==> config.mk <==
export PLATFORM = sky130hd
export DESIGN_NAME = mutex_table_fifo_handoff_core
export DESIGN_NICKNAME = d
export VERILOG_FILES = /design/src/rtl/core/mtfh_pkg.sv /design/src/rtl/core/mtfh_tables.sv /design/src/rtl/core/mtfh_decide.sv /design/src/rtl/core/mutex_table_fifo_handoff_core.sv
export VERILOG_INCLUDE_DIRS = /design/src /design/src/rtl/core
export SDC_FILE = /design/constraint.sdc
export NUM_CORES = 1
export LEC_CHECK = 0
export BUFFER_PORTS_ARGS = -buffer_cell sky130_fd_sc_hd__buf_2
export CORE_ASPECT_RATIO = 1.4
export CORE_MARGIN = 3
export CORE_UTILIZATION = 45
export CTS_CLUSTER_SIZE = 16
export DETAILED_ROUTE_END_ITERATION = 10
export PLACE_DENSITY = 0.69
export SLEW_MARGIN = 20
export SYNTH_ARGS = -nofsm -noshare
export SYNTH_HDL_FRONTEND = slang
export SYNTH_SLANG_ARGS = --single-unit
==> constraint.sdc <==
create_clock -name clk_i -period 5.3 [get_ports clk_i]
set_input_delay 0 -clock clk_i [delete_from_list [all_inputs] [get_ports clk_i]]
set_output_delay 0 -clock clk_i [all_outputs]
set_load 0.02 [all_outputs]
==> src/rtl/core/mutex_table_fifo_handoff_core_assert.svh <==
// Assertion macros shared by the mutex manager RTL.
`ifndef MUTEX_TABLE_FIFO_HANDOFF_CORE_ASSERT_SVH
`define MUTEX_TABLE_FIFO_HANDOFF_CORE_ASSERT_SVH

// Checks that the consequent holds in the same cycle as the antecedent.
`define MTFH_ASSERT_SAME(name, clk, rst_n, ante, cons) \
  name: assert property (@(posedge clk) disable iff (!rst_n) (ante) |-> (cons)) \
    else $error("mutex manager check failed");

// Checks that the consequent holds in the cycle after the antecedent.
`define MTFH_ASSERT_NEXT(name, clk, rst_n, ante, cons) \
  name: assert property (@(posedge clk) disable iff (!rst_n) (ante) |=> (cons)) \
    else $error("mutex manager check failed");

`endif

==> src/rtl/core/mtfh_pkg.sv <==
// Package with codes, widths and shared types of the mutex manager.
package mtfh_pkg;

  // Default sizes of the mutex and thread tables.
  localparam int unsigned MUTEX_COUNT_DEF  = 16;
  localparam int unsigned THREAD_COUNT_DEF = 16;

  // Width of table indexes carried between modules (enough for 256 entries).
  localparam int unsigned IDX_W = 8;

  // Field widths of a request and a response.
  localparam int unsigned ACTION_W    = 2;
  localparam int unsigned LOCK_ID_W   = 5;
  localparam int unsigned THREAD_ID_W = 4;
  localparam int unsigned STATUS_W    = 2;

  // Request actions.
  localparam logic [ACTION_W-1:0] ACT_CREATE = 2'd0;
  localparam logic [ACTION_W-1:0] ACT_LOCK   = 2'd1;
  localparam logic [ACTION_W-1:0] ACT_UNLOCK = 2'd2;

  // Response status codes.
  localparam logic [STATUS_W-1:0] ST_OK      = 2'd0;
  localparam logic [STATUS_W-1:0] ST_INVALID = 2'd1;
  localparam logic [STATUS_W-1:0] ST_NO_RES  = 2'd2;

  // One row of the per-mutex table.
  typedef struct packed {
    logic             held;
    logic [IDX_W-1:0] owner;
    logic             nonempty;
    logic [IDX_W-1:0] head;
    logic [IDX_W-1:0] tail;
  } row_t;

  // Table contents seen by the decision logic.
  typedef struct packed {
    row_t             row;
    logic [IDX_W-1:0] head_link;
    logic             waiting;
  } tbl_rd_t;

  // Table updates requested by the decision logic.
  typedef struct packed {
    logic             row_we;
    logic [IDX_W-1:0] row_idx;
    row_t             row;
    logic             link_we;
    logic [IDX_W-1:0] link_idx;
    logic [IDX_W-1:0] link;
    logic             wait_we;
    logic [IDX_W-1:0] wait_idx;
    logic             wait_val;
    logic             cnt_inc;
  } tbl_wr_t;

  // Response fields, status in the lowest bits.
  typedef struct packed {
    logic [THREAD_ID_W-1:0] woken_thread;
    logic                   woken_valid;
    logic [LOCK_ID_W-1:0]   new_lock_id;
    logic                   caller_blocked;
    logic [STATUS_W-1:0]    status;
  } result_t;

endpackage

==> src/rtl/core/mtfh_tables.sv <==
// Per-mutex and per-thread state tables with the created-mutex counter.
module mtfh_tables #(
  parameter int unsigned MUTEX_COUNT  = mtfh_pkg::MUTEX_COUNT_DEF,
  parameter int unsigned THREAD_COUNT = mtfh_pkg::THREAD_COUNT_DEF,
  localparam int unsigned CntW = $clog2(MUTEX_COUNT + 1)
) (
  input  logic                        clk_i,
  input  logic                        rst_ni,
  input  logic [mtfh_pkg::IDX_W-1:0]  rd_mutex_i,
  input  logic [mtfh_pkg::IDX_W-1:0]  rd_thread_i,
  input  mtfh_pkg::tbl_wr_t           wr_i,
  output mtfh_pkg::tbl_rd_t           rd_o,
  output logic [CntW-1:0]             created_o
);

  localparam int unsigned MIW = (MUTEX_COUNT > 1) ? $clog2(MUTEX_COUNT) : 1;
  localparam int unsigned TIW = $clog2(THREAD_COUNT);

  logic [CntW-1:0] created_q;
  logic            held_q     [MUTEX_COUNT];
  logic [TIW-1:0]  owner_q    [MUTEX_COUNT];
  logic            nonempty_q [MUTEX_COUNT];
  logic [TIW-1:0]  head_q     [MUTEX_COUNT];
  logic [TIW-1:0]  tail_q     [MUTEX_COUNT];
  logic [TIW-1:0]  link_q     [THREAD_COUNT];
  logic            waiting_q  [THREAD_COUNT];

  logic [MIW-1:0] rd_m;
  logic [TIW-1:0] rd_t;
  logic [TIW-1:0] rd_head;
  logic [MIW-1:0] wr_m;

  assign rd_m    = rd_mutex_i[MIW-1:0];
  assign rd_t    = rd_thread_i[TIW-1:0];
  assign rd_head = head_q[rd_m];
  assign wr_m    = wr_i.row_idx[MIW-1:0];

  // Read the addressed mutex row, the link after its head and the caller's wait flag.
  always_comb begin
    rd_o.row.held     = held_q[rd_m];
    rd_o.row.owner    = mtfh_pkg::IDX_W'(owner_q[rd_m]);
    rd_o.row.nonempty = nonempty_q[rd_m];
    rd_o.row.head     = mtfh_pkg::IDX_W'(rd_head);
    rd_o.row.tail     = mtfh_pkg::IDX_W'(tail_q[rd_m]);
    rd_o.head_link    = mtfh_pkg::IDX_W'(link_q[rd_head]);
    rd_o.waiting      = waiting_q[rd_t];
  end

  assign created_o = created_q;

  // Ownership, queue flags, wait flags and the counter come out of reset cleared.
  always_ff @(posedge clk_i or negedge rst_ni) begin
    if (!rst_ni) begin
      created_q <= '0;
      for (int i = 0; i < MUTEX_COUNT; i++) begin
        held_q[i]     <= 1'b0;
        owner_q[i]    <= '0;
        nonempty_q[i] <= 1'b0;
      end
      for (int i = 0; i < THREAD_COUNT; i++) begin
        waiting_q[i] <= 1'b0;
      end
    end else begin
      if (wr_i.cnt_inc) begin
        created_q <= created_q + CntW'(1);
      end
      if (wr_i.row_we) begin
        held_q[wr_m]     <= wr_i.row.held;
        owner_q[wr_m]    <= wr_i.row.owner[TIW-1:0];
        nonempty_q[wr_m] <= wr_i.row.nonempty;
      end
      if (wr_i.wait_we) begin
        waiting_q[wr_i.wait_idx[TIW-1:0]] <= wr_i.wait_val;
      end
    end
  end

  // Queue pointers and links are only read once written.
  always_ff @(posedge clk_i) begin
    if (wr_i.row_we) begin
      head_q[wr_m] <= wr_i.row.head[TIW-1:0];
      tail_q[wr_m] <= wr_i.row.tail[TIW-1:0];
    end
    if (wr_i.link_we) begin
      link_q[wr_i.link_idx[TIW-1:0]] <= wr_i.link[TIW-1:0];
    end
  end

endmodule

==> src/rtl/core/mtfh_decide.sv <==
// Decision logic: checks a request against the tables and forms updates and response.
module mtfh_decide #(
  parameter int unsigned MUTEX_COUNT  = mtfh_pkg::MUTEX_COUNT_DEF,
  parameter int unsigned THREAD_COUNT = mtfh_pkg::THREAD_COUNT_DEF,
  localparam int unsigned CntW = $clog2(MUTEX_COUNT + 1)
) (
  input  logic                               en_i,
  input  logic [mtfh_pkg::ACTION_W-1:0]      action_i,
  input  logic [mtfh_pkg::LOCK_ID_W-1:0]     lock_id_i,
  input  logic [mtfh_pkg::THREAD_ID_W-1:0]   thread_id_i,
  input  logic [CntW-1:0]                    created_i,
  input  mtfh_pkg::tbl_rd_t                  rd_i,
  output logic [mtfh_pkg::IDX_W-1:0]         rd_mutex_o,
  output logic [mtfh_pkg::IDX_W-1:0]         rd_thread_o,
  output mtfh_pkg::tbl_wr_t                  wr_o,
  output mtfh_pkg::result_t                  res_o
);

  logic [mtfh_pkg::IDX_W-1:0] m_idx;
  logic [mtfh_pkg::IDX_W-1:0] t_idx;
  logic                       args_ok;
  mtfh_pkg::tbl_wr_t          wr;

  assign m_idx       = mtfh_pkg::IDX_W'(lock_id_i - mtfh_pkg::LOCK_ID_W'(1));
  assign t_idx       = mtfh_pkg::IDX_W'(thread_id_i);
  assign rd_mutex_o  = m_idx;
  assign rd_thread_o = t_idx;

  // Lock and unlock need a created mutex and a thread in range.
  assign args_ok = (lock_id_i != '0) && (32'(lock_id_i) <= 32'(created_i)) &&
                   (32'(thread_id_i) < THREAD_COUNT);

  // Work out the request outcome.
  always_comb begin
    wr                = '0;
    wr.row            = rd_i.row;
    wr.row_idx        = m_idx;
    wr.link_idx       = rd_i.row.tail;
    wr.link           = t_idx;
    wr.wait_idx       = t_idx;
    res_o             = '0;
    res_o.status      = mtfh_pkg::ST_INVALID;
    unique case (action_i)
      mtfh_pkg::ACT_CREATE: begin
        if (32'(created_i) < MUTEX_COUNT) begin
          wr.cnt_inc        = 1'b1;
          res_o.new_lock_id = mtfh_pkg::LOCK_ID_W'(32'(created_i) + 32'd1);
          res_o.status      = mtfh_pkg::ST_OK;
        end else begin
          res_o.status = mtfh_pkg::ST_NO_RES;
        end
      end
      mtfh_pkg::ACT_LOCK: begin
        if (args_ok && !rd_i.waiting) begin
          res_o.status = mtfh_pkg::ST_OK;
          wr.row_we    = 1'b1;
          if (!rd_i.row.held) begin
            // Free mutex: grant at once.
            wr.row.held  = 1'b1;
            wr.row.owner = t_idx;
          end else begin
            // Held mutex: append the caller to the wait queue.
            if (rd_i.row.nonempty) begin
              wr.link_we = 1'b1;
            end else begin
              wr.row.head     = t_idx;
              wr.row.nonempty = 1'b1;
            end
            wr.row.tail          = t_idx;
            wr.wait_we           = 1'b1;
            wr.wait_val          = 1'b1;
            res_o.caller_blocked = 1'b1;
          end
        end
      end
      mtfh_pkg::ACT_UNLOCK: begin
        if (args_ok && rd_i.row.held && (rd_i.row.owner == t_idx)) begin
          res_o.status = mtfh_pkg::ST_OK;
          wr.row_we    = 1'b1;
          if (rd_i.row.nonempty) begin
            // Hand ownership to the head waiter and pop it.
            wr.row.owner = rd_i.row.head;
            wr.wait_we   = 1'b1;
            wr.wait_idx  = rd_i.row.head;
            wr.wait_val  = 1'b0;
            if (rd_i.row.head == rd_i.row.tail) begin
              wr.row.nonempty = 1'b0;
            end else begin
              wr.row.head = rd_i.head_link;
            end
            res_o.woken_valid  = 1'b1;
            res_o.woken_thread = rd_i.row.head[mtfh_pkg::THREAD_ID_W-1:0];
          end else begin
            wr.row.held  = 1'b0;
            wr.row.owner = '0;
          end
        end
      end
      default: begin
        res_o.status = mtfh_pkg::ST_INVALID;
      end
    endcase
  end

  // Table writes happen only for the request being processed this cycle.
  always_comb begin
    wr_o         = wr;
    wr_o.row_we  = wr.row_we & en_i;
    wr_o.link_we = wr.link_we & en_i;
    wr_o.wait_we = wr.wait_we & en_i;
    wr_o.cnt_inc = wr.cnt_inc & en_i;
  end

endmodule

==> src/rtl/core/mutex_table_fifo_handoff_core.sv <==
// Hardware mutex manager with a FIFO wait queue per mutex: top level.
//
// Each request beat (create, lock or unlock with the calling thread) yields exactly one
// response beat. A request sits in an input register, then one pass through the
// per-mutex and per-thread tables updates state and loads the response register, which
// then offers the response beat; one request is taken every cycle while the response
// side does not stall, a rate set by that single table pass. While a response waits,
// the input register still takes a beat if it is empty, or if the response register
// frees up in the same cycle. Tables need no clearing pass after reset.
`include "mutex_table_fifo_handoff_core_assert.svh"

module mutex_table_fifo_handoff_core #(
  parameter int unsigned MUTEX_COUNT  = mtfh_pkg::MUTEX_COUNT_DEF,
  parameter int unsigned THREAD_COUNT = mtfh_pkg::THREAD_COUNT_DEF
) (
  input  logic        clk_i,
  input  logic        rst_ni,
  input  logic        s_axis_tvalid,
  output logic        s_axis_tready,
  // Bits from low: lock_id[4:0], thread_id[8:5], zero fill.
  input  logic [15:0] s_axis_tdata,
  // Bits from low: action[1:0].
  input  logic [1:0]  s_axis_tuser,
  output logic        m_axis_tvalid,
  input  logic        m_axis_tready,
  // Bits from low: status[1:0], caller_blocked[2], new_lock_id[7:3],
  // woken_valid[8], woken_thread[12:9], zero fill.
  output logic [15:0] m_axis_tdata
);

  localparam int unsigned CntW = $clog2(MUTEX_COUNT + 1);
  localparam int unsigned ResW = $bits(mtfh_pkg::result_t);

  logic                               in_valid_q, in_valid_d;
  logic [mtfh_pkg::ACTION_W-1:0]      action_q;
  logic [mtfh_pkg::LOCK_ID_W-1:0]     lock_id_q;
  logic [mtfh_pkg::THREAD_ID_W-1:0]   thread_id_q;
  logic                               out_valid_q, out_valid_d;
  mtfh_pkg::result_t                  res_q, res_d;
  logic                               proc_fire;
  logic                               in_fire;
  logic [CntW-1:0]                    created_cnt;
  logic [mtfh_pkg::IDX_W-1:0]         rd_mutex;
  logic [mtfh_pkg::IDX_W-1:0]         rd_thread;
  mtfh_pkg::tbl_rd_t                  tbl_rd;
  mtfh_pkg::tbl_wr_t                  tbl_wr;

  // Handshake: process the held request whenever the response register can take it.
  assign proc_fire     = in_valid_q && (!out_valid_q || m_axis_tready);
  assign s_axis_tready = !in_valid_q || proc_fire;
  assign in_fire       = s_axis_tvalid && s_axis_tready;
  assign in_valid_d    = in_fire || (in_valid_q && !proc_fire);
  assign out_valid_d   = proc_fire || (out_valid_q && !m_axis_tready);

  // Valid flags.
  always_ff @(posedge clk_i or negedge rst_ni) begin
    if (!rst_ni) begin
      in_valid_q  <= 1'b0;
      out_valid_q <= 1'b0;
    end else begin
      in_valid_q  <= in_valid_d;
      out_valid_q <= out_valid_d;
    end
  end

  // Request and response payload registers.
  always_ff @(posedge clk_i) begin
    if (in_fire) begin
      action_q    <= s_axis_tuser[mtfh_pkg::ACTION_W-1:0];
      lock_id_q   <= s_axis_tdata[mtfh_pkg::LOCK_ID_W-1:0];
      thread_id_q <= s_axis_tdata[mtfh_pkg::LOCK_ID_W +: mtfh_pkg::THREAD_ID_W];
    end
    if (proc_fire) begin
      res_q <= res_d;
    end
  end

  mtfh_decide #(
    .MUTEX_COUNT  (MUTEX_COUNT),
    .THREAD_COUNT (THREAD_COUNT)
  ) u_decide (
    .en_i        (proc_fire),
    .action_i    (action_q),
    .lock_id_i   (lock_id_q),
    .thread_id_i (thread_id_q),
    .created_i   (created_cnt),
    .rd_i        (tbl_rd),
    .rd_mutex_o  (rd_mutex),
    .rd_thread_o (rd_thread),
    .wr_o        (tbl_wr),
    .res_o       (res_d)
  );

  mtfh_tables #(
    .MUTEX_COUNT  (MUTEX_COUNT),
    .THREAD_COUNT (THREAD_COUNT)
  ) u_tables (
    .clk_i       (clk_i),
    .rst_ni      (rst_ni),
    .rd_mutex_i  (rd_mutex),
    .rd_thread_i (rd_thread),
    .wr_i        (tbl_wr),
    .rd_o        (tbl_rd),
    .created_o   (created_cnt)
  );

  assign m_axis_tvalid = out_valid_q;
  assign m_axis_tdata  = {(16 - ResW)'(0), res_q};

  // Checks on the counter, the response register and the handoff result.
  `MTFH_ASSERT_SAME(a_cnt_bound, clk_i, rst_ni, 1'b1, 32'(created_cnt) <= MUTEX_COUNT)
  `MTFH_ASSERT_NEXT(a_proc_loads_out, clk_i, rst_ni, proc_fire, out_valid_q)
  `MTFH_ASSERT_SAME(a_wake_is_ok, clk_i, rst_ni, out_valid_q && res_q.woken_valid,
                    res_q.status == mtfh_pkg::ST_OK && res_q.new_lock_id == '0)
  `MTFH_ASSERT_NEXT(a_create_counts, clk_i, rst_ni,
                    proc_fire && action_q == mtfh_pkg::ACT_CREATE &&
                    32'(created_cnt) < MUTEX_COUNT,
                    created_cnt == $past(created_cnt) + CntW'(1))

endmodule
==> impl_metrics.py, run 1 <==
metrics = {
    "run_status": {
        "run_status": "finished, final reports clean",
    },
    "timing": {
        "rsz0062_at_grt": "false",
        "clock-skew-final_ns": 0.0148,
        "tightestPinTransition_ns": 1.05,
        "post-route-min-period_ns": 4.44,
        "timing_hold_violations_final": 0,
        "setup_viol": 0,
        "fmax_ghz": 0.225,
        "slew_headroom": 0.294,
        "fin_crit_sh": 0.838,
        "finalMaxSlewViolations": 0,
        "timing.setup.tns_ns": 0,
    },
    "worst_setup_path": {
        "critical_path_peak_fanout": 33,
        "slowest_cell_on_the_critical_path": "sky130_fd_sc_hd__ha_2",
        "timing.critical_path.cells": "inv_1 -> ha_2 -> buf_12 -> buf_4 -> mux4_2 -> mux2i_1 -> a21oi_1 -> xor2_1 -> nor4_2 -> and3b_1 -> o311ai_1 -> a21o_1",
        "critical_path_class": "reg -> reg",
        "critical_path.endpoint_type": "flop",
        "critical_path_required_ns": 5.60,
        "worst_ep_arrival_time_ns": 4.74,
        "cp_slowest_stage_delay_ns": 0.60,
        "worst_setup_path_start_kind": "flop",
    },
    "placed_design": {
        "port_buffers": 29,
        "finalWeightedCongestion": 0.839,
        "detailed_place.area_sq_um": 16100,
        "detailed_place_hpwl_mm": 21.9,
    },
    "route": {
        "post-route-drc-count": 0,
        "detailed_router_s_first_iteration_violation_count": 629,
        "detailroute.via_count": 8962,
        "avgRoutedWirePerCell_um": 20.8,
        "post_detailed_route_count_of_antenna_violating_nets": 0,
        "route.final.wire_length_mm": 33.4,
        "drtPass1Iterations": 5,
        "avgViaCountPerCell": 5.57,
    },
    "synth": {
        "synth_commonest_cells": "sky130_fd_sc_hd__edfxtp_1, sky130_fd_sc_hd__dfrtp_1, sky130_fd_sc_hd__nor2_1",
        "synth_top_cell_by_area": "sky130_fd_sc_hd__edfxtp_1",
        "synth.ff_latch_count": 335,
        "syn-cell-area_sq_um": 15300,
        "ys_top_cells_by_area": "sky130_fd_sc_hd__edfxtp_1, sky130_fd_sc_hd__dfrtp_1, sky130_fd_sc_hd__mux4_2, sky130_fd_sc_hd__mux2i_1, sky130_fd_sc_hd__nor2_1",
        "synth_enable_flop_cells": 216,
        "synth_most_common_cell": "sky130_fd_sc_hd__edfxtp_1",
        "synth_ff_type": "sky130_fd_sc_hd__edfxtp_1",
        "ys_async_sr_fraction": 0.355,
        "instance_count_of_the_mapped_netlist": 1077,
        "number_of_different_library_cells_in_the_post_synthesis_netlist": 65,
        "yosys_warnings": 0,
        "synth.top_cell.area_share": 0.425,
        "avg_synthesized_cell_area_sq_um": 14.2,
        "synth_sequential_area_ratio": 0.620,
    },
    "pwr": {
        "p_sw_mw": 1.59,
        "internal_power_mw": 4.52,
        "switching_share": 0.260,
        "clkPwrFrac": 0.351,
        "vdd.ir_drop.worst_mv": 0.261,
        "power.static_leakage_nw": 6.62,
        "power.share.sequential": 0.497,
        "share_comb_of_total_power": 0.152,
        "cellPowerDensity_nw_per_um2": 355,
    },
    "cts": {
        "numClockSinks": 335,
        "cts-htree-levels": 1,
        "worst_skew_pair.late_latency_ns": 0.57,
        "cts_made_buffers": 31,
        "cts_post_setup_buffers_inserted": 0,
        "tritoncts": "done",
        "cts.root.buffer_cell": "sky130_fd_sc_hd__clkbuf_16",
        "clockBufferDepth": 3,
        "post_cts_resized": 0,
        "cts.reportedPaths.clkPinSlew_ns": 0.07,
    },
    "grt": {
        "groute.usage.overall": 0.184,
        "grt_start_max_net_pins": 67,
        "globalRouteOverflowTotal": 0,
        "grt_antenna_before_repair": 0,
        "grt_first_pass_wirelength_mm": 52.0,
        "grt_pass1_vias": 9388,
    },
    "die": {
        "core-area_sq_um": 33300,
        "die_y_um": 224,
        "initial_core_util": 0.458,
        "ioPinCount": 40,
        "chipWidth_um": 162,
        "dieArea_sq_um": 36200,
        "num_rows": 79,
    },
    "layout": {
        "syn_to_final_growth_pct": 12.6,
        "nNetsFinal": 1177,
        "post-route-cell-area_sq_um": 17200,
        "ant_cells": 0,
        "post_route_cells_drive_above_1_share": 0.215,
    },
    "worst_hold_path": {
        "hold_path_class": "in -> async",
    },
    "flow_run": {
        "drv_cap": 0,
    },
}
per-stage QoR:
| step | util | std cells | hold slack [ns] | setup slack [ns] | total power [mW] |
|---|---|---|---|---|---|
| finish | 0.516 | 1610 | 0.0672 | 0.858 | 6.11 |
| global route | 0.516 | 1610 | 0.130 | 0.632 | 6.35 |
| CTS | 0.516 | 1610 | 0.0833 | 0.862 | 6.15 |
| detailed placement | 0.482 | 1537 | 0.147 | 0.881 | 4.01 |
| global placement | 0.482 | 1537 | 0.148 | 0.958 | 3.98 |
| floorplan | - | 1079 | -0.296 | 0.476 | 3.72 |
final cells by class:
cell class	count	area [sq um]
clock buffers	48	883
clock inverters	10	96.3
fillers	2743	16100
inverters	38	143
multi-input cells	640	5310
flip-flops and latches	335	9460
well taps	445	557
repair buffers	94	736
logic make-up after synthesis:
kind of cell	after synthesis	share of synthesized area
DFF	335	0.620
AOI/OAI and AO/OA	144	0.0699
and+or+nand+nor	301	0.0913
other	1	0.000246
adders and majority gates	15	0.0123
muxes	160	0.159
xor gates and xnor gates	17	0.0107
buffers and inverters	104	0.0361
sequential cells by signal (all words and copies together), names as in the netlist, 13 cells and up:
| signal | flops |
|---|---|
| u_tables.head_q | 64 |
| u_tables.owner_q | 64 |
| u_tables.held_q | 16 |
| u_tables.tail_q | 64 |
| u_tables.nonempty_q | 16 |
| u_tables.link_q | 64 |
| u_tables.waiting_q | 16 |
| m_axis_tdata | 13 |
critical path: cells and delay by family, from the launching register on:
kind	cells	cell delay [ns]
xor gates and xnor gates	1	0.24
DFF	1	0.48
muxes	2	0.50
buffers and inverters	3	0.66
adders and majority gates	1	0.60
AOI/OAI and AO/OA	3	0.97
and+or+nand+nor	2	0.68
cells in the final DEF, fill, tap and decap left out, types with 6 or more instances in the layout:
cell type	instances
sky130_fd_sc_hd__edfxtp_1	216
sky130_fd_sc_hd__dfrtp_1	119
sky130_fd_sc_hd__nor2_1	108
sky130_fd_sc_hd__nand2_1	107
sky130_fd_sc_hd__a21oi_1	78
sky130_fd_sc_hd__mux2i_1	63
sky130_fd_sc_hd__mux4_2	62
sky130_fd_sc_hd__buf_4	46
sky130_fd_sc_hd__inv_1	36
sky130_fd_sc_hd__clkbuf_16	31
sky130_fd_sc_hd__buf_2	28
sky130_fd_sc_hd__mux2_2	23
sky130_fd_sc_hd__nand3_1	21
sky130_fd_sc_hd__and3_1	15
sky130_fd_sc_hd__dlygate4sd3_1	15
sky130_fd_sc_hd__ha_1	14
sky130_fd_sc_hd__o21ai_0	12
sky130_fd_sc_hd__clkbuf_1	12
sky130_fd_sc_hd__xnor2_1	10
sky130_fd_sc_hd__a211oi_4	8
sky130_fd_sc_hd__a32oi_1	7
sky130_fd_sc_hd__and4_1	7
sky130_fd_sc_hd__a211oi_2	7
sky130_fd_sc_hd__nand2b_1	6
sky130_fd_sc_hd__and2_1	6
sky130_fd_sc_hd__o21ai_1	6
sky130_fd_sc_hd__mux2_1	6
layer usage:
layer  track usage  vias up  part of all wire
met5             0        -                 0
met4        0.0567        0             0.026
met3        0.0178       61             0.038
met2         0.343      211              0.55
met1         0.224     4592              0.39
li1              -     4098                 -
final timing paths:
| kind | from | endpoint | slack, ns | cells past startpoint |
|---|---|---|---|---|
| worst max-delay path | lock_id_q[1]$_DFFE_PP_ | u_tables.head_q[0][2]$_DFFE_PP_ | 0.86 | 12 |
| worst min-delay path | rst_ni | u_tables.waiting_q[5]$_DFFE_PN0P_ | 0.07 | 2 |
| worst max register to register | lock_id_q[1]$_DFFE_PP_ | u_tables.head_q[0][2]$_DFFE_PP_ | 0.86 | 12 |
| worst min register to register | u_tables.held_q[6]$_DFFE_PN0P_ | u_tables.held_q[6]$_DFFE_PN0P_ | 0.48 | 2 |
| max in group asynchronous | rst_ni | u_tables.nonempty_q[2]$_DFFE_PN0P_ | 4.00 | 3 |
| min in group clk_i | s_axis_tdata[0] | lock_id_q[0]$_DFFE_PP_ | 0.14 | 2 |
power by group through the flow:
| stage | sequential [mW] | clock [mW] | combinational (mW) |
|---|---|---|---|
| detailed placement | 3.09 | 0 | 0.918 |
| global placement | 3.08 | 0 | 0.898 |
| global route | 3.05 | 2.29 | 1.01 |
| finish | 3.04 | 2.14 | 0.926 |
| floorplan | 3.08 | 0 | 0.645 |
| CTS | 3.03 | 2.19 | 0.933 |
what timing repair did:
item                                    in CTS  in global routing
hold buffers                                15                  0
endpoints found under the hold margin       78                  0
endpoints found under the setup margin       0                  0
Power figures use the tool's default switching activity.
==> run 2: changes to the inputs <==
==> constraint.sdc (replaced) <==
create_clock -name clk_i -period 4.35 [get_ports clk_i]
set_input_delay 0 -clock clk_i [delete_from_list [all_inputs] [get_ports clk_i]]
set_output_delay 0 -clock clk_i [all_outputs]
set_load 0.02 [all_outputs]
==> run 2 against run 1 <==
Effect of this change: first-iteration DRC count is 20% higher; combinational power is 25% higher; power is 26% higher; clock skew is 0.0018 ns lower; global-route usage is 0.59 points higher; critical path type unchanged; highest routed layer unchanged.
==> impl_metrics.py, run 2 (same netlist as run 1, synthesis figures left out) <==
metrics = {
    "run_status": {
        "run_status": "finished, final reports clean",
    },
    "layout": {
        "most_common_library_cell_in_the_layout_ignoring_fill_and_taps": "sky130_fd_sc_hd__edfxtp_1",
        "nNetsFinal": 1187,
        "syn_to_final_growth_pct": 14.1,
        "post_route_cells_drive_above_1_share": 0.228,
        "commonest_non_fill_non_tap_cells_in_the_layout": "sky130_fd_sc_hd__edfxtp_1, sky130_fd_sc_hd__dfrtp_1, sky130_fd_sc_hd__nor2_1",
        "post-route-cell-area_sq_um": 17400,
        "ant_cells": 0,
        "instances_no_fill": 1620,
    },
    "route": {
        "route.final.wire_length_mm": 33.7,
        "detailed_router_s_first_iteration_violation_count": 756,
        "post-route-drc-count": 0,
        "avgViaCountPerCell": 5.56,
        "post_detailed_route_count_of_antenna_violating_nets": 0,
        "drtPass1Iterations": 5,
        "avgRoutedWirePerCell_um": 20.8,
        "detailroute.via_count": 9004,
    },
    "worst_setup_path": {
        "r2r.worst_path.cells": 13,
        "crit-reg2reg-launch": "lock_id_q[0]$_DFFE_PP_",
        "critical_path_peak_fanout": 16,
        "register_to_register_setup_slack_ns": 0.34,
        "critical_path_required_ns": 4.78,
        "timing.critical_path.cells": "inv_1 -> ha_1 -> xor2_4 -> buf_12 -> mux2i_1 -> a21oi_1 -> buf_4 -> and4_1 -> and2_1 -> buf_4 -> a32o_1 -> a31oi_4 -> a21oi_1",
        "slowest_cell_on_the_critical_path": "sky130_fd_sc_hd__a31oi_4",
        "cp_slowest_stage_delay_ns": 0.50,
        "crit-reg2reg-capture": "u_tables.owner_q[44]$_DFFE_PN0P_",
        "critical_path.n_buffers_inverters": 4,
        "worst_setup_path_start_kind": "flop",
        "critical_path_class": "reg -> reg",
        "worst_ep_arrival_time_ns": 4.43,
        "critical_path.endpoint_type": "flop",
        "cpLargestDelayFamily": "compound AO/OA/AOI/OAI gates",
    },
    "timing": {
        "slew_headroom": 0.547,
        "fin_crit_sh": 0.922,
        "fmax_ghz": 0.249,
        "clock-skew-final_ns": 0.0130,
        "rsz0062_at_grt": "false",
        "tightestPinTransition_ns": 0.671,
        "setup_viol": 0,
        "post-route-min-period_ns": 4.01,
        "finalMaxSlewViolations": 0,
        "timing_hold_violations_final": 0,
        "timing.setup.tns_ns": 0,
        "layout_setup_ws_ns": 0.341,
    },
    "placed_design": {
        "port_buffers": 29,
        "detailed_place.area_sq_um": 16100,
        "detailed_place_hpwl_mm": 22.1,
        "place.detailed.instances": 1545,
        "finalWeightedCongestion": 0.864,
        "dp_worst_setup_slack_ns": 0.254,
    },
    "flow_run": {
        "drv_cap": 0,
    },
    "pwr": {
        "vdd.ir_drop.worst_mv": 0.298,
        "power.static_leakage_nw": 6.72,
        "cellPowerDensity_nw_per_um2": 441,
        "totalPowerFinal_mw": 7.67,
    },
    "cts": {
        "cts-htree-levels": 1,
        "worst_skew_pair.late_latency_ns": 0.58,
        "cts_made_buffers": 31,
        "cts.root.buffer_cell": "sky130_fd_sc_hd__clkbuf_16",
        "cts.reportedPaths.clkPinSlew_ns": 0.07,
        "tritoncts": "done",
        "clockBufferDepth": 3,
        "numClockSinks": 335,
    },
    "worst_hold_path": {
        "worst_hold_path.endpoint": "lock_id_q[3]$_DFFE_PP_",
        "hold_path.startpoint": "s_axis_tdata[3]",
        "count_of_cells_along_the_worst_hold_path": 2,
        "hold_path_class": "in -> reg",
    },
    "grt": {
        "globalRouteOverflowTotal": 0,
        "grt_start_max_net_pins": 60,
        "grt_first_pass_wirelength_mm": 53.6,
        "grt_pass1_vias": 9334,
        "grt_antenna_before_repair": 0,
        "groute.usage.overall": 0.189,
    },
    "die": {
        "num_rows": 79,
        "die_y_um": 224,
        "initial_core_util": 0.458,
        "core-area_sq_um": 33300,
        "dieArea_sq_um": 36200,
        "chipWidth_um": 162,
        "ioPinCount": 40,
    },
}
## run 2: final cells by class
| cell class | instances | area, sq um |
|---|---|---|
| clock inverter | 17 | 209 |
| timing repair buffer | 104 | 851 |
| fill | 2723 | 15900 |
| sequential | 335 | 9460 |
| multi-input combinational | 640 | 5320 |
| clock buffer | 41 | 863 |
| tap | 445 | 557 |
| inverter | 38 | 143 |
## run 2: timing repair
item	CTS	global route
endpoints found under the setup margin	0	8
endpoints found under the hold margin	80	0
hold buffers	17	0
resized for setup	0	1
setup buffers	0	0
## run 2: power by group
| group | switching [mW] | total [mW] | leakage [nW] | internal [mW] |
|---|---|---|---|---|
| clock | 1.18 | 2.82 | 0.514 | 1.64 |
| combinational | 0.713 | 1.16 | 2.74 | 0.445 |
| sequential | 0.0796 | 3.70 | 3.47 | 3.62 |
## run 2: worst register-to-register path: stages (launching register included)
cell	delay, ns
sky130_fd_sc_hd__edfxtp_1	0.43
sky130_fd_sc_hd__inv_1	0.15
sky130_fd_sc_hd__ha_1	0.34
sky130_fd_sc_hd__xor2_4	0.50
sky130_fd_sc_hd__buf_12	0.21
sky130_fd_sc_hd__mux2i_1	0.39
sky130_fd_sc_hd__a21oi_1	0.14
sky130_fd_sc_hd__buf_4	0.17
sky130_fd_sc_hd__and4_1	0.26
sky130_fd_sc_hd__and2_1	0.20
sky130_fd_sc_hd__buf_4	0.18
sky130_fd_sc_hd__a32o_1	0.25
sky130_fd_sc_hd__a31oi_4	0.50
sky130_fd_sc_hd__a21oi_1	0.16
## run 2: through the flow
stage	hold WS, ns	util
after floorplan	-0.296	-
after global placement	0.0493	0.485
after detailed placement	0.0535	0.485
after CTS	0.116	0.522
after global routing	0.120	0.523
final	0.126	0.523
## run 2: worst max path at each step
stage / depth (start not counted) / from / endpoint / slack [ns]
2_1_floorplan: 19 / lock_id_q[0]$_DFFE_PP_ / u_tables.head_q[9][0]$_DFFE_PP_ / 0.1
3_3_place_gp: 12 / lock_id_q[0]$_DFFE_PP_ / u_tables.head_q[8][1]$_DFFE_PP_ / 0.25
3_5_place_dp: 13 / lock_id_q[0]$_DFFE_PP_ / u_tables.nonempty_q[7]$_DFFE_PN0P_ / 0.25
4_1_cts: 13 / lock_id_q[0]$_DFFE_PP_ / u_tables.nonempty_q[7]$_DFFE_PN0P_ / 0.23
5_1_grt: 13 / lock_id_q[0]$_DFFE_PP_ / u_tables.head_q[11][1]$_DFFE_PP_ / 0.14
6_report: 13 / lock_id_q[0]$_DFFE_PP_ / u_tables.owner_q[44]$_DFFE_PN0P_ / 0.34
## run 2: layer usage
metal,wire [um],GRT usage,vias to the layer above
li1,-,-,4125
met1,13200,0.235,4608
met3,1450,0.0185,58
met2,18100,0.348,213
met4,905,0.0617,0
met5,0,0,-
==> run 3: changes to the inputs <==
==> constraint.sdc (replaced) <==
create_clock -name clk_i -period 3.8 [get_ports clk_i]
set_input_delay 0 -clock clk_i [delete_from_list [all_inputs] [get_ports clk_i]]
set_output_delay 0 -clock clk_i [all_outputs]
set_load 0.02 [all_outputs]
==> run 3 against run 2 <==
Effect of this change: clock skew is 0.022 ns higher; design area is 2.5% higher; sequential power is 14% higher; sequential share of layout area is 1.3 points lower; global-route usage is 0.39 points higher; maximum frequency is 10% higher; count of clock-buffer cells in the layout is 2 higher; die area stayed put; final cell count is 1.7% higher; critical endpoint is now u_tables.head_q[13][2]$_DFFE_PP_; largest cell class unchanged; highest routed layer unchanged.
==> impl_metrics.py, run 3 (same netlist as run 1, synthesis figures left out) <==
metrics = {
    "run_status": {
        "run_status": "finished, final reports clean",
    },
    "route": {
        "post_detailed_route_count_of_antenna_violating_nets": 0,
        "drtPass1Iterations": 7,
        "route.final.wire_length_mm": 34.6,
        "detailroute.via_count": 9189,
        "avgRoutedWirePerCell_um": 21.0,
        "avgViaCountPerCell": 5.58,
        "post-route-drc-count": 0,
        "detailed_router_s_first_iteration_violation_count": 757,
    },
    "worst_setup_path": {
        "critical_path_class": "reg -> reg",
        "critical_path.endpoint_type": "flop",
        "critical_path_peak_fanout": 29,
        "slowest_cell_on_the_critical_path": "sky130_fd_sc_hd__edfxtp_1",
        "worst_setup_path_start_kind": "flop",
        "cp_slowest_stage_delay_ns": 0.43,
        "worst_ep_arrival_time_ns": 4.06,
        "cpLargestDelayFamily": "buffers and inverters",
        "timing.critical_path.cells": "inv_1 -> ha_2 -> xor2_4 -> buf_12 -> mux2i_1 -> mux2i_4 -> inv_1 -> xnor2_1 -> nor4_4 -> and3b_2 -> o311ai_1 -> a21o_2 -> buf_12",
        "critical_path_required_ns": 4.21,
        "critical_path.n_buffers_inverters": 4,
    },
    "layout": {
        "commonest_non_fill_non_tap_cells_in_the_layout": "sky130_fd_sc_hd__edfxtp_1, sky130_fd_sc_hd__dfrtp_1, sky130_fd_sc_hd__nand2_1",
        "seq_area_sq_um": 9460,
        "ant_cells": 0,
        "multi_input_area_sq_um": 5400,
        "most_common_library_cell_in_the_layout_ignoring_fill_and_taps": "sky130_fd_sc_hd__edfxtp_1",
        "final_core_utilization": 0.536,
        "post_route_cells_drive_above_1_share": 0.263,
        "syn_to_final_growth_pct": 16.9,
        "nNetsFinal": 1216,
        "post-route-cell-area_sq_um": 17800,
        "final.fill_count": 2655,
    },
    "die": {
        "dieArea_sq_um": 36200,
        "die_y_um": 224,
        "chipWidth_um": 162,
        "num_rows": 79,
        "core-area_sq_um": 33300,
        "ioPinCount": 40,
        "initial_core_util": 0.458,
    },
    "grt": {
        "globalRouteOverflowTotal": 0,
        "groute.usage.overall": 0.193,
        "grt_antenna_before_repair": 0,
        "grt_start_max_net_pins": 49,
        "grt_pass1_vias": 9477,
        "grt_first_pass_wirelength_mm": 54.8,
    },
    "cts": {
        "numClockSinks": 335,
        "cts-htree-levels": 1,
        "tritoncts": "done",
        "clockBufferDepth": 3,
        "cts.reportedPaths.clkPinSlew_ns": 0.07,
        "worst_skew_pair.late_latency_ns": 0.58,
        "cts_made_buffers": 31,
        "cts.root.buffer_cell": "sky130_fd_sc_hd__clkbuf_16",
    },
    "timing": {
        "timing_hold_violations_final": 0,
        "slew_headroom": 0.538,
        "post-route-min-period_ns": 3.64,
        "setup_viol": 0,
        "fmax_ghz": 0.275,
        "fin_crit_sh": 0.958,
        "tightestPinTransition_ns": 0.683,
        "finalMaxSlewViolations": 0,
        "rsz0062_at_grt": "false",
        "clock-skew-final_ns": 0.0350,
        "layout_setup_ws_ns": 0.159,
    },
    "placed_design": {
        "detailed_place.area_sq_um": 16400,
        "finalWeightedCongestion": 0.860,
        "dp_worst_setup_slack_ns": -0.231,
        "port_buffers": 29,
        "detailed_place_hpwl_mm": 23.2,
    },
    "pwr": {
        "vdd.ir_drop.worst_mv": 0.361,
        "power.static_leakage_nw": 6.91,
        "cellPowerDensity_nw_per_um2": 507,
    },
    "flow_run": {
        "drv_cap": 0,
    },
    "worst_hold_path": {
        "hold_path_class": "in -> reg",
    },
}
[run 3: changes by cell type in the layout (fill, tap and decap cells not counted), moves of 3 or more]
| cell | delta |
|---|---|
| sky130_fd_sc_hd__a21oi_1 | -3 |
| sky130_fd_sc_hd__mux2i_2 | +6 |
| sky130_fd_sc_hd__buf_12 | +4 |
| sky130_fd_sc_hd__mux2i_1 | -6 |
| sky130_fd_sc_hd__clkinv_2 | +3 |
| sky130_fd_sc_hd__buf_4 | +22 |
| sky130_fd_sc_hd__nor2_1 | -4 |
| sky130_fd_sc_hd__nor2_2 | +4 |
| sky130_fd_sc_hd__a21o_1 | -3 |
| sky130_fd_sc_hd__a21o_2 | +3 |
[run 3: cell type report]
type / count / area share
clock buffers: 43 / 0.0512
inverters: 38 / 0.00855
clock inverters: 14 / 0.0111
flip-flops and latches: 335 / 0.530
well taps: 445 / 0.0312
multi-input cells: 640 / 0.303
repair buffers: 133 / 0.0651
[run 3: power breakdown]
group	switching [mW]	total, mW	internal [mW]
registers	0.0939	4.23	4.14
clock network	1.34	3.35	2.01
logic	0.869	1.46	0.594
total	2.30	9.04	6.74
[run 3: routing by layer]
| metal | global-route usage | part of all wire |
|---|---|---|
| met1 | 0.241 | 0.40 |
| met2 | 0.358 | 0.54 |
| met3 | 0.0168 | 0.037 |
| met4 | 0.0584 | 0.024 |
| met5 | 0 | 0 |
[run 3: worst paths after layout]
kind,start,end,slack [ns],depth (start not counted)
max,lock_id_q[1]$_DFFE_PP_,u_tables.head_q[13][2]$_DFFE_PP_,0.16,13
min,s_axis_tuser[0],action_q[0]$_DFFE_PP_,0.13,2
max reg2reg,lock_id_q[1]$_DFFE_PP_,u_tables.head_q[13][2]$_DFFE_PP_,0.16,13
min reg2reg,u_tables.owner_q[26]$_DFFE_PN0P_,u_tables.owner_q[26]$_DFFE_PN0P_,0.49,2
max in group asynchronous,rst_ni,u_tables.owner_q[55]$_DFFE_PN0P_,2.65,4
min in group asynchronous,rst_ni,u_tables.waiting_q[4]$_DFFE_PN0P_,0.54,4
[run 3: per-stage QoR]
stage                     TNS [ns]  hold WS, ns  power [mW]  instances
after floorplan              -7.58       -0.296        5.22       1079
after global placement       -2.51       0.0390        5.66       1566
after detailed placement     -6.86       0.0431        5.70       1566
after CTS                        0        0.101        9.07       1643
after global routing             0        0.131        9.38       1648
final                            0        0.126        9.04       1648
[run 3: repair_timing]
item	4_1_cts	5_1_grt
hold buffers	17	0
hold endpoints to repair	61	0
setup endpoints to repair	108	289
resized for setup	2	9
setup buffers	3	5
pin swaps	0	4
